`src/cni_pkg.sv`:
```
package cni_pkg;

  localparam int MaxNodes   = 8;
  localparam int SlotW      = 3;
  localparam int CountW     = 4;
  localparam int FracOne    = 65536;
  localparam int AddrW      = 4;

  // configuration register byte addresses
  localparam logic [AddrW-1:0] RegNodeCount = 4'h0;
  localparam logic [AddrW-1:0] RegEndA      = 4'h4;
  localparam logic [AddrW-1:0] RegEndB      = 4'h8;

  localparam logic OpEval = 1'b0;
  localparam logic OpLoad = 1'b1;

  localparam logic [1:0] StatOk   = 2'd0;
  localparam logic [1:0] StatZero = 2'd1;
  localparam logic [1:0] StatSeg  = 2'd2;

  typedef enum logic [3:0] {
    S_IDLE, S_DIV1, S_CHK, S_SCAN, S_SUB, S_MUL1, S_DIV2, S_FIX2,
    S_MUL2, S_ENDS, S_ENDS2, S_OUT
  } state_t;

  typedef struct packed {
    logic        start;
    logic        busy;
  } seq_ctl_t;

endpackage

```
`src/cni_if.sv`:
```
interface cni_in_if;
  logic        valid;
  logic        ready;
  logic        operation;
  logic [15:0] count_a;
  logic [15:0] count_b;
  logic [2:0]  node_slot;
  logic [16:0] node_position;
  logic signed [31:0] node_value;
  modport source (output valid, operation, count_a, count_b, node_slot, node_position,
                  node_value, input ready);
  modport sink (input valid, operation, count_a, count_b, node_slot, node_position,
                node_value, output ready);
endinterface

interface cni_out_if;
  logic        valid;
  logic        ready;
  logic signed [63:0] energy;
  logic [1:0]  status;
  modport source (output valid, energy, status, input ready);
  modport sink (input valid, energy, status, output ready);
endinterface

```
`src/cni_serial_div.sv`:
```
// Restoring divider, one quotient bit per cycle, unsigned 48/32.
module cni_serial_div (
  input  logic              clk,
  input  logic              rst,
  input  cni_pkg::seq_ctl_t ctl,
  input  logic [47:0]       dividend,
  input  logic [31:0]       divisor,
  output logic [47:0]       quotient,
  output logic              done
);
  logic [47:0] quo;
  logic [32:0] rem;
  logic [31:0] dvs;
  logic [5:0]  cnt;
  logic        run;
  logic [32:0] trial;
  logic [32:0] shifted;

  assign shifted = {rem[31:0], quo[47]};
  assign trial   = shifted - {1'b0, dvs};

  // shift one dividend bit in per cycle
  always_ff @(posedge clk) begin
    if (rst) begin
      run  <= 1'b0;
      done <= 1'b0;
      cnt  <= '0;
    end else begin
      done <= 1'b0;
      if (ctl.start) begin
        run <= 1'b1;
        cnt <= 6'd48;
        quo <= dividend;
        rem <= '0;
        dvs <= divisor;
      end else if (run) begin
        if (!trial[32]) begin
          rem <= trial;
        end else begin
          rem <= shifted;
        end
        quo <= {quo[46:0], ~trial[32]};
        cnt <= cnt - 6'd1;
        if (cnt == 6'd1) begin
          run  <= 1'b0;
          done <= 1'b1;
        end
      end
    end
  end

  assign quotient = quo;

  always_ff @(posedge clk) begin
    if (!rst && ctl.start) begin
      assert (!run) else $error("divider restarted while busy");
    end
  end
endmodule

```
`src/cni_serial_mul.sv`:
```
// Shift-add multiplier: 34-bit magnitude by 32-bit magnitude, one bit per cycle.
module cni_serial_mul (
  input  logic              clk,
  input  logic              rst,
  input  cni_pkg::seq_ctl_t ctl,
  input  logic [33:0]       mcand,
  input  logic [31:0]       mplier,
  output logic [65:0]       product,
  output logic              done
);
  logic [65:0] acc;
  logic [33:0] mc;
  logic [31:0] mp;
  logic [5:0]  cnt;
  logic        run;

  always_ff @(posedge clk) begin
    if (rst) begin
      run  <= 1'b0;
      done <= 1'b0;
      cnt  <= '0;
    end else begin
      done <= 1'b0;
      if (ctl.start) begin
        run <= 1'b1;
        cnt <= 6'd32;
        acc <= '0;
        mc  <= mcand;
        mp  <= mplier;
      end else if (run) begin
        // shift left, then add the multiplicand if the top multiplier bit is set
        acc <= {acc[64:0], 1'b0} + (mp[31] ? {32'd0, mc} : 66'd0);
        mp  <= {mp[30:0], 1'b0};
        cnt <= cnt - 6'd1;
        if (cnt == 6'd1) begin
          run  <= 1'b0;
          done <= 1'b1;
        end
      end
    end
  end

  assign product = acc;
endmodule

```
`src/composition_node_interpolator_core.sv`:
```
// Sequence: a load word is answered in the cycle after it is accepted; an
// evaluate word runs fraction divide, check, node scan, setup, multiply,
// segment divide, fixup, multiply, out. Pure-end or no-node evaluations run
// two multiplies; zero counts go straight to out, an empty segment after setup.
// Throughput: one word at a time; the next word is taken after the result leaves.
// Reset: rst synchronous; state and config/result regs clear to 0, table garbage.
module composition_node_interpolator_core (
  input  logic                 clk,
  input  logic                 rst,
  cni_in_if.sink               in_ch,
  cni_out_if.source            out_ch,
  input  logic                 psel,
  input  logic                 penable,
  input  logic                 pwrite,
  input  logic [cni_pkg::AddrW-1:0] paddr,
  input  logic [31:0]          pwdata,
  output logic [31:0]          prdata,
  output logic                 pready
);
  cni_pkg::state_t state, state_next;

  logic [3:0]         node_count;
  logic signed [31:0] end_a, end_b;
  logic [16:0]        pos_mem [cni_pkg::MaxNodes];
  logic signed [31:0] val_mem [cni_pkg::MaxNodes];

  logic [15:0] ca, cb;
  logic [16:0] total, frac;
  logic [16:0] xl, xr;
  logic signed [31:0] yl, yr;
  logic        have_lo, have_hi;
  logic [2:0]  idx;
  logic [3:0]  used;
  logic signed [63:0] v;
  logic signed [63:0] energy_r, acc_e;
  logic [1:0]  status_r;
  logic        out_valid;

  cni_pkg::seq_ctl_t div_ctl, mul_ctl;
  logic [47:0] div_a;
  logic [31:0] div_b;
  logic [47:0] div_q;
  logic        div_done;
  logic [33:0] mul_a;
  logic [31:0] mul_b;
  logic [65:0] mul_p;
  logic        mul_done;
  logic        mul_neg;

  wire in_fire  = in_ch.valid && in_ch.ready;
  wire out_fire = out_valid && out_ch.ready;

  // configuration port
  assign pready = 1'b1;
  always_ff @(posedge clk) begin
    if (rst) begin
      node_count <= '0;
      end_a <= '0;
      end_b <= '0;
    end else if (psel && penable && pwrite) begin
      unique case (paddr)
        cni_pkg::RegNodeCount: node_count <= pwdata[3:0];
        cni_pkg::RegEndA:      end_a <= pwdata;
        cni_pkg::RegEndB:      end_b <= pwdata;
        default: ;
      endcase
    end
  end
  always_comb begin
    unique case (paddr)
      cni_pkg::RegNodeCount: prdata = {28'd0, node_count};
      cni_pkg::RegEndA:      prdata = end_a;
      cni_pkg::RegEndB:      prdata = end_b;
      default:               prdata = '0;
    endcase
  end

  assign used = (node_count > 4'(cni_pkg::MaxNodes)) ? 4'(cni_pkg::MaxNodes) : node_count;

  // node table
  always_ff @(posedge clk) begin
    if (in_fire && in_ch.operation == cni_pkg::OpLoad) begin
      pos_mem[in_ch.node_slot] <= in_ch.node_position;
      val_mem[in_ch.node_slot] <= in_ch.node_value;
    end
  end

  cni_serial_div u_div (.clk, .rst, .ctl(div_ctl), .dividend(div_a), .divisor(div_b),
                        .quotient(div_q), .done(div_done));
  cni_serial_mul u_mul (.clk, .rst, .ctl(mul_ctl), .mcand(mul_a), .mplier(mul_b),
                        .product(mul_p), .done(mul_done));

  // next state
  always_comb begin
    state_next = state;
    unique case (state)
      cni_pkg::S_IDLE:
        if (in_fire) begin
          if (in_ch.operation == cni_pkg::OpLoad) state_next = cni_pkg::S_OUT;
          else if (in_ch.count_a == 16'd0 && in_ch.count_b == 16'd0)
            state_next = cni_pkg::S_OUT;
          else state_next = cni_pkg::S_DIV1;
        end
      cni_pkg::S_DIV1: if (div_done) state_next = cni_pkg::S_CHK;
      cni_pkg::S_CHK:
        if (frac == 17'd0 || frac == 17'(cni_pkg::FracOne) || used == 4'd0)
          state_next = cni_pkg::S_ENDS;
        else state_next = cni_pkg::S_SCAN;
      cni_pkg::S_SCAN: if ({1'b0, idx} == used - 4'd1) state_next = cni_pkg::S_SUB;
      cni_pkg::S_SUB:  state_next = (xr <= xl) ? cni_pkg::S_OUT : cni_pkg::S_MUL1;
      cni_pkg::S_MUL1: if (mul_done) state_next = cni_pkg::S_DIV2;
      cni_pkg::S_DIV2: if (div_done) state_next = cni_pkg::S_FIX2;
      cni_pkg::S_FIX2: state_next = cni_pkg::S_MUL2;
      cni_pkg::S_MUL2: if (mul_done) state_next = cni_pkg::S_OUT;
      cni_pkg::S_ENDS: if (mul_done) state_next = cni_pkg::S_ENDS2;
      cni_pkg::S_ENDS2: if (mul_done) state_next = cni_pkg::S_OUT;
      cni_pkg::S_OUT:  if (out_fire) state_next = cni_pkg::S_IDLE;
      default: state_next = cni_pkg::S_IDLE;
    endcase
  end

  always_ff @(posedge clk) begin
    if (rst) state <= cni_pkg::S_IDLE;
    else state <= state_next;
  end

  // outputs of the sequencer
  always_comb begin
    in_ch.ready = (state == cni_pkg::S_IDLE);
    out_valid   = (state == cni_pkg::S_OUT);
    div_ctl.busy = (state == cni_pkg::S_DIV1) || (state == cni_pkg::S_DIV2);
    mul_ctl.busy = (state == cni_pkg::S_MUL1) || (state == cni_pkg::S_MUL2) ||
                   (state == cni_pkg::S_ENDS) || (state == cni_pkg::S_ENDS2);
    div_ctl.start = (state == cni_pkg::S_IDLE && in_fire &&
                     in_ch.operation == cni_pkg::OpEval &&
                     !(in_ch.count_a == 16'd0 && in_ch.count_b == 16'd0)) ||
                    (state == cni_pkg::S_MUL1 && mul_done);
    mul_ctl.start = (state == cni_pkg::S_SUB && !(xr <= xl)) ||
                    (state == cni_pkg::S_CHK && state_next == cni_pkg::S_ENDS) ||
                    (state == cni_pkg::S_FIX2) ||
                    (state == cni_pkg::S_ENDS && mul_done);
  end

  assign out_ch.valid  = out_valid;
  assign out_ch.energy = energy_r;
  assign out_ch.status = status_r;

  wire [16:0] p_cur = pos_mem[idx];
  wire signed [32:0] dy = {yr[31], yr} - {yl[31], yl};
  wire [16:0] dx = frac - xl;
  wire [16:0] w  = xr - xl;
  wire signed [63:0] prod_s = mul_neg ? -$signed(mul_p[63:0]) : $signed(mul_p[63:0]);

  // operand muxing for the shared units
  always_comb begin
    div_a = '0; div_b = '0;
    if (state == cni_pkg::S_IDLE) begin
      div_a = {16'd0, in_ch.count_b, 16'd0};
      div_b = {15'd0, 17'({1'b0, in_ch.count_a} + {1'b0, in_ch.count_b})};
    end else begin
      // segment numerator straight from the multiplier as it finishes
      div_a = mul_p[47:0];
      div_b = {15'd0, w};
    end
    mul_a = '0; mul_b = '0;
    unique case (state)
      cni_pkg::S_SUB: begin
        mul_a = {17'd0, dx};
        mul_b = dy[32] ? 32'(-dy) : dy[31:0];
      end
      cni_pkg::S_FIX2: begin
        mul_a = v[63] ? 34'(-v) : v[33:0];
        mul_b = {15'd0, total};
      end
      cni_pkg::S_CHK: begin
        mul_a = end_a[31] ? 34'(-{{2{end_a[31]}}, end_a}) : {2'b0, end_a};
        mul_b = {16'd0, ca};
      end
      cni_pkg::S_ENDS: begin
        mul_a = end_b[31] ? 34'(-{{2{end_b[31]}}, end_b}) : {2'b0, end_b};
        mul_b = {16'd0, cb};
      end
      default: ;
    endcase
  end

  // datapath registers
  always_ff @(posedge clk) begin
    if (rst) begin
      energy_r <= '0;
      status_r <= cni_pkg::StatOk;
    end else begin
      unique case (state)
        cni_pkg::S_IDLE:
          if (in_fire) begin
            ca <= in_ch.count_a;
            cb <= in_ch.count_b;
            total <= {1'b0, in_ch.count_a} + {1'b0, in_ch.count_b};
            energy_r <= '0;
            status_r <= (in_ch.operation == cni_pkg::OpEval && in_ch.count_a == 16'd0 &&
                         in_ch.count_b == 16'd0) ? cni_pkg::StatZero : cni_pkg::StatOk;
          end
        cni_pkg::S_DIV1: if (div_done) frac <= div_q[16:0];
        cni_pkg::S_CHK: begin
          xl <= '0; xr <= 17'(cni_pkg::FracOne);
          yl <= end_a; yr <= end_b;
          have_lo <= 1'b0; have_hi <= 1'b0;
          idx <= '0;
          mul_neg <= end_a[31];
        end
        cni_pkg::S_SCAN: begin
          // one node per cycle
          if (p_cur < frac) begin
            if (!have_lo || p_cur >= xl) begin
              xl <= p_cur; yl <= val_mem[idx]; have_lo <= 1'b1;
            end
          end else if (!have_hi || p_cur < xr) begin
            xr <= p_cur; yr <= val_mem[idx]; have_hi <= 1'b1;
          end
          idx <= idx + 3'd1;
        end
        cni_pkg::S_SUB: begin
          if (xr <= xl) status_r <= cni_pkg::StatSeg;
          mul_neg <= dy[32];
        end
        cni_pkg::S_DIV2: if (div_done) begin
          v <= {{32{yl[31]}}, yl} + (mul_neg ? -$signed({16'd0, div_q}) :
                                                $signed({16'd0, div_q}));
        end
        cni_pkg::S_FIX2: mul_neg <= v[63];
        cni_pkg::S_MUL2: if (mul_done) energy_r <= prod_s;
        cni_pkg::S_ENDS: if (mul_done) begin
          acc_e <= prod_s; mul_neg <= end_b[31];
        end
        cni_pkg::S_ENDS2: if (mul_done) energy_r <= acc_e + prod_s;
        default: ;
      endcase
    end
  end

  // checks
  a_ready_idle: assert property (@(posedge clk) disable iff (rst)
    in_ch.ready |-> !out_valid) else $error("ready while result pending");
  a_units_excl: assert property (@(posedge clk) disable iff (rst)
    !(div_ctl.busy && mul_ctl.busy)) else $error("both units claimed");
  a_out_hold: assert property (@(posedge clk) disable iff (rst)
    out_valid && !out_ch.ready |=> out_valid && $stable(energy_r))
    else $error("result changed under stall");
endmodule
```
`src/flat_wrapper.sv`:
```
// flat-port wrapper written by rule: the top's interface ports become plain ports
module composition_node_interpolator_core_flat 
  (clk, rst, psel, penable, pwrite, paddr, pwdata, prdata, pready, in_ch_valid, in_ch_operation, in_ch_count_a, in_ch_count_b, in_ch_node_slot, in_ch_node_position, in_ch_node_value, in_ch_ready, out_ch_valid, out_ch_energy, out_ch_status, out_ch_ready);
  cni_in_if in_ch_i ();
  cni_out_if out_ch_i ();
  input  logic clk;
  input  logic rst;
  input  logic psel;
  input  logic penable;
  input  logic pwrite;
  input  logic [cni_pkg::AddrW-1:0] paddr;
  input  logic [31:0] pwdata;
  output logic [31:0] prdata;
  output logic pready;
  input wire logic [$bits(in_ch_i.valid)-1:0] in_ch_valid;
  input wire logic [$bits(in_ch_i.operation)-1:0] in_ch_operation;
  input wire logic [$bits(in_ch_i.count_a)-1:0] in_ch_count_a;
  input wire logic [$bits(in_ch_i.count_b)-1:0] in_ch_count_b;
  input wire logic [$bits(in_ch_i.node_slot)-1:0] in_ch_node_slot;
  input wire logic [$bits(in_ch_i.node_position)-1:0] in_ch_node_position;
  input wire logic [$bits(in_ch_i.node_value)-1:0] in_ch_node_value;
  output wire logic [$bits(in_ch_i.ready)-1:0] in_ch_ready;
  output wire logic [$bits(out_ch_i.valid)-1:0] out_ch_valid;
  output wire logic [$bits(out_ch_i.energy)-1:0] out_ch_energy;
  output wire logic [$bits(out_ch_i.status)-1:0] out_ch_status;
  input wire logic [$bits(out_ch_i.ready)-1:0] out_ch_ready;
  assign in_ch_i.valid = in_ch_valid;
  assign in_ch_i.operation = in_ch_operation;
  assign in_ch_i.count_a = in_ch_count_a;
  assign in_ch_i.count_b = in_ch_count_b;
  assign in_ch_i.node_slot = in_ch_node_slot;
  assign in_ch_i.node_position = in_ch_node_position;
  assign in_ch_i.node_value = in_ch_node_value;
  assign in_ch_ready = in_ch_i.ready;
  assign out_ch_valid = out_ch_i.valid;
  assign out_ch_energy = out_ch_i.energy;
  assign out_ch_status = out_ch_i.status;
  assign out_ch_i.ready = out_ch_ready;
  composition_node_interpolator_core u_core (.clk(clk), .rst(rst), .in_ch(in_ch_i), .out_ch(out_ch_i), .psel(psel), .penable(penable), .pwrite(pwrite), .paddr(paddr), .pwdata(pwdata), .prdata(prdata), .pready(pready));
endmodule
```
`config.mk`:
```
export PLATFORM = sky130hd
export DESIGN_NAME = composition_node_interpolator_core_flat
export DESIGN_NICKNAME = d
export VERILOG_FILES = /design/src/cni_pkg.sv /design/src/cni_if.sv /design/src/cni_serial_div.sv /design/src/cni_serial_mul.sv /design/src/composition_node_interpolator_core.sv /design/src/flat_wrapper.sv
export SDC_FILE = /design/constraint.sdc
export NUM_CORES = 2
export LEC_CHECK = 0
export BUFFER_PORTS_ARGS = -buffer_cell sky130_fd_sc_hd__clkbuf_2
export CORE_MARGIN = 4
export CORE_UTILIZATION = 50
export DETAILED_ROUTE_END_ITERATION = 10
export PLACE_DENSITY = 0.76
export SYNTH_ARGS = -nofsm -noshare
export SYNTH_HDL_FRONTEND = slang
export SYNTH_HIERARCHICAL = 1
export SYNTH_SLANG_ARGS = --single-unit
```
`constraint.sdc`:
```
create_clock -name clk -period 10.75 [get_ports clk]
set_clock_uncertainty 0.15 [all_clocks]
set_input_delay 2.15 -clock clk [delete_from_list [all_inputs] [get_ports clk]]
set_output_delay 2.15 -clock clk [all_outputs]
set_load 0.01 [all_outputs]
```
==> metrics <==
yosys warns=6; RePlAce Congestion=0.972; Least-Margin Pin Slew=between 1000 and 1500 ps; Post-Syn Area=~0.062 mm²; Pre-Repair DR Iteration Count=7; Sum Neg Setup Slack=0 ps; grt met1 use=between 30 and 40%; Die X=between 300 and 400 µm; global route total overflow=0; core area=between 0.1 and 0.15 mm²; CTS tree=built; nature of the critical path endpoint=register; CP startpoint kind=register; Die H=between 300 and 400 µm; die area=~0.13 mm²; H-Tree Depth=3; Max Cap Viol=0; static leakage=between 20 and 30 nW; Rows=128; Final Max Tran Viols=0; worst hold path class=reg -> reg; setup repair bufs after CTS=0; TritonCTS buffer count=112; worst skew pair latency=a little under 800 ps; maximum buffer depth of the clock tree=3; fin crit share=62.0%; drt drc=0; Finish-stage setup viols=0; Worst Setup Path Type=reg -> reg; I/O Buffers=227; Final Critical Period=~6700 ps; Arr. time, crit path=roughly 7000 ps; met3 Track Usage GR=under 10%; RSZ-0062 raised after global routing=false; Fin. Hold Viols=0; Post-Syn Area per Cell=~11 µm²; I/O pin cnt=approximately 230; number of global-route vias before repair=around 45k; first-pass GRT wire length=~270000 µm; routed vias/inst=6.29; met2 Usage GRT=a little over two fifths; number of routed nets with antenna violations=0; dpl hpwl=130000 µm; # nets final=around 6.3k; Total GRT Usage=between 20% and 30%; fin util=a little under three fifths; 1st-iter DRT viols=5079; dpl cells=roughly 7.3k; fmax=between 0.15 and 0.2 GHz; largest net degree at the start of global routing=between 90 and 100; Layout Cells excl Fill=7536; max_slew headroom=20.7%; clk root buf=clkbuf_16; Post-CTS Resized=0; Via Count=47.4k; PwrDens=about 220 mW/mm²; Worst-path clk slew=around 70 ps; Post-Syn Instances=5658; Peak VDD IR=189 µV; CTS sink cnt=between 1k and 1.5k; Avg WL per Cell=24.0 µm; Max FO, Critical Path=7; post-detailed-routing wire length=between 150000 and 200000 µm; Initial Utilization=~51%; GRT busiest layer=met2; share of cells above drive strength 1=roughly 14%; Post-CTS Hold Buffers=0; initial antenna violation count=33; WP data required=around 11000 ps; Area Overhead vs Synth=11.1%; status=complete, no violations
-- final cells by class --
cell class / instances / area (µm²)
tap: 1625 / 2030
multi-input combinational: 4116 / 30100
antenna: 15 / 37.5
clock buffer: 158 / 3450
timing repair buffer: 288 / 1600
fill: 10200 / 53600
inverter: 219 / 823
sequential: 1060 / 30300
clock inverter: 55 / 584
-- critical path: stages (launching register included) --
cell	delay, ps
edfxtp_1	480
or3_4	430
or3b_1	450
nand2b_4	190
nand2b_1	180
or3_1	420
o31ai_1	260
xnor2_1	180
ha_1	440
and3_1	240
nand4_1	150
a2111oi_0	750
o21ai_0	320
a2111o_1	560
a211oi_1	340
a21oi_1	160
mux2i_1	170
or4b_2	620
nand3_1	90
-- layer usage --
layer,vias to the layer above,wire (µm),share of wire [%]
met2,2518,80100,44
met5,-,208,0.11
met1,22900,72600,40
met4,32,7390,4.1
met3,408,20700,11
li1,21600,-,-
-- through the flow --
stage / hold slack [ps] / total power [mW] / worst slack, ps / instance area (µm²)
6_report: 339 / 15.2 / 4080 / 68900
5_1_grt: 362 / 16.0 / 3660 / 68900
4_1_cts: 341 / 15.1 / 4100 / 68900
3_5_place_dp: 329 / 11.0 / 4150 / 64900
3_3_place_gp: 325 / 10.9 / 4240 / 64900
2_1_floorplan: 311 / 9.45 / 2970 / 62100
-- state kept, by name, summed over array words and instances (netlist names), 32 cells and up, named ones only --
| register | flops |
|---|---|
| u_core/val_mem | 256 |
| u_core/pos_mem | 136 |
| u_core/acc_e | 64 |
| u_core/out_ch.energy | 64 |
| u_core/u_mul/product | 64 |
| u_core/u_div/quotient | 48 |
| u_core/v | 35 |
| u_core/u_mul/mc | 34 |
| u_core/end_a | 32 |
| u_core/end_b | 32 |
| u_core/u_div/dvs | 32 |
| u_core/u_div/rem | 32 |
| u_core/u_mul/mp | 32 |
| u_core/yl | 32 |
| u_core/yr | 32 |
-- worst paths after layout --
| check | slack, ps | startpoint | endpoint | cells after the start |
|---|---|---|---|---|
| setup / recovery | 4080 | u_core/u_mul/product[3] | u_core/out_ch.energy[63] | 18 |
| hold / removal | 340 | u_core/out_ch.energy[54] | u_core/out_ch.energy[54] | 2 |
| setup reg to reg | 4080 | u_core/u_mul/product[3] | u_core/out_ch.energy[63] | 18 |
| hold reg to reg | 340 | u_core/out_ch.energy[54] | u_core/out_ch.energy[54] | 2 |
-- layout by cell type (no fill, tap or decap), types with 98 or more instances in the layout --
cell type and count:
nor2_1 324, clkbuf_2 226, mux4_2 98, xnor2_1 287
xor2_1 149, a21o_1 129, edfxtp_1 903, clkbuf_16 123
nor3_1 144, ha_1 346, inv_1 218, mux2_2 113
o21ai_0 275, o21a_1 114, a21oi_1 384, dfxtp_1 154
nand2_1 507
-- where the power goes --
part           internal (mW)  total (mW)  switching [mW]
registers               5.14        5.53           0.391
clock network           2.36        4.12            1.76
logic                   2.12        5.52            3.40
Power figures use the tool's default switching activity.
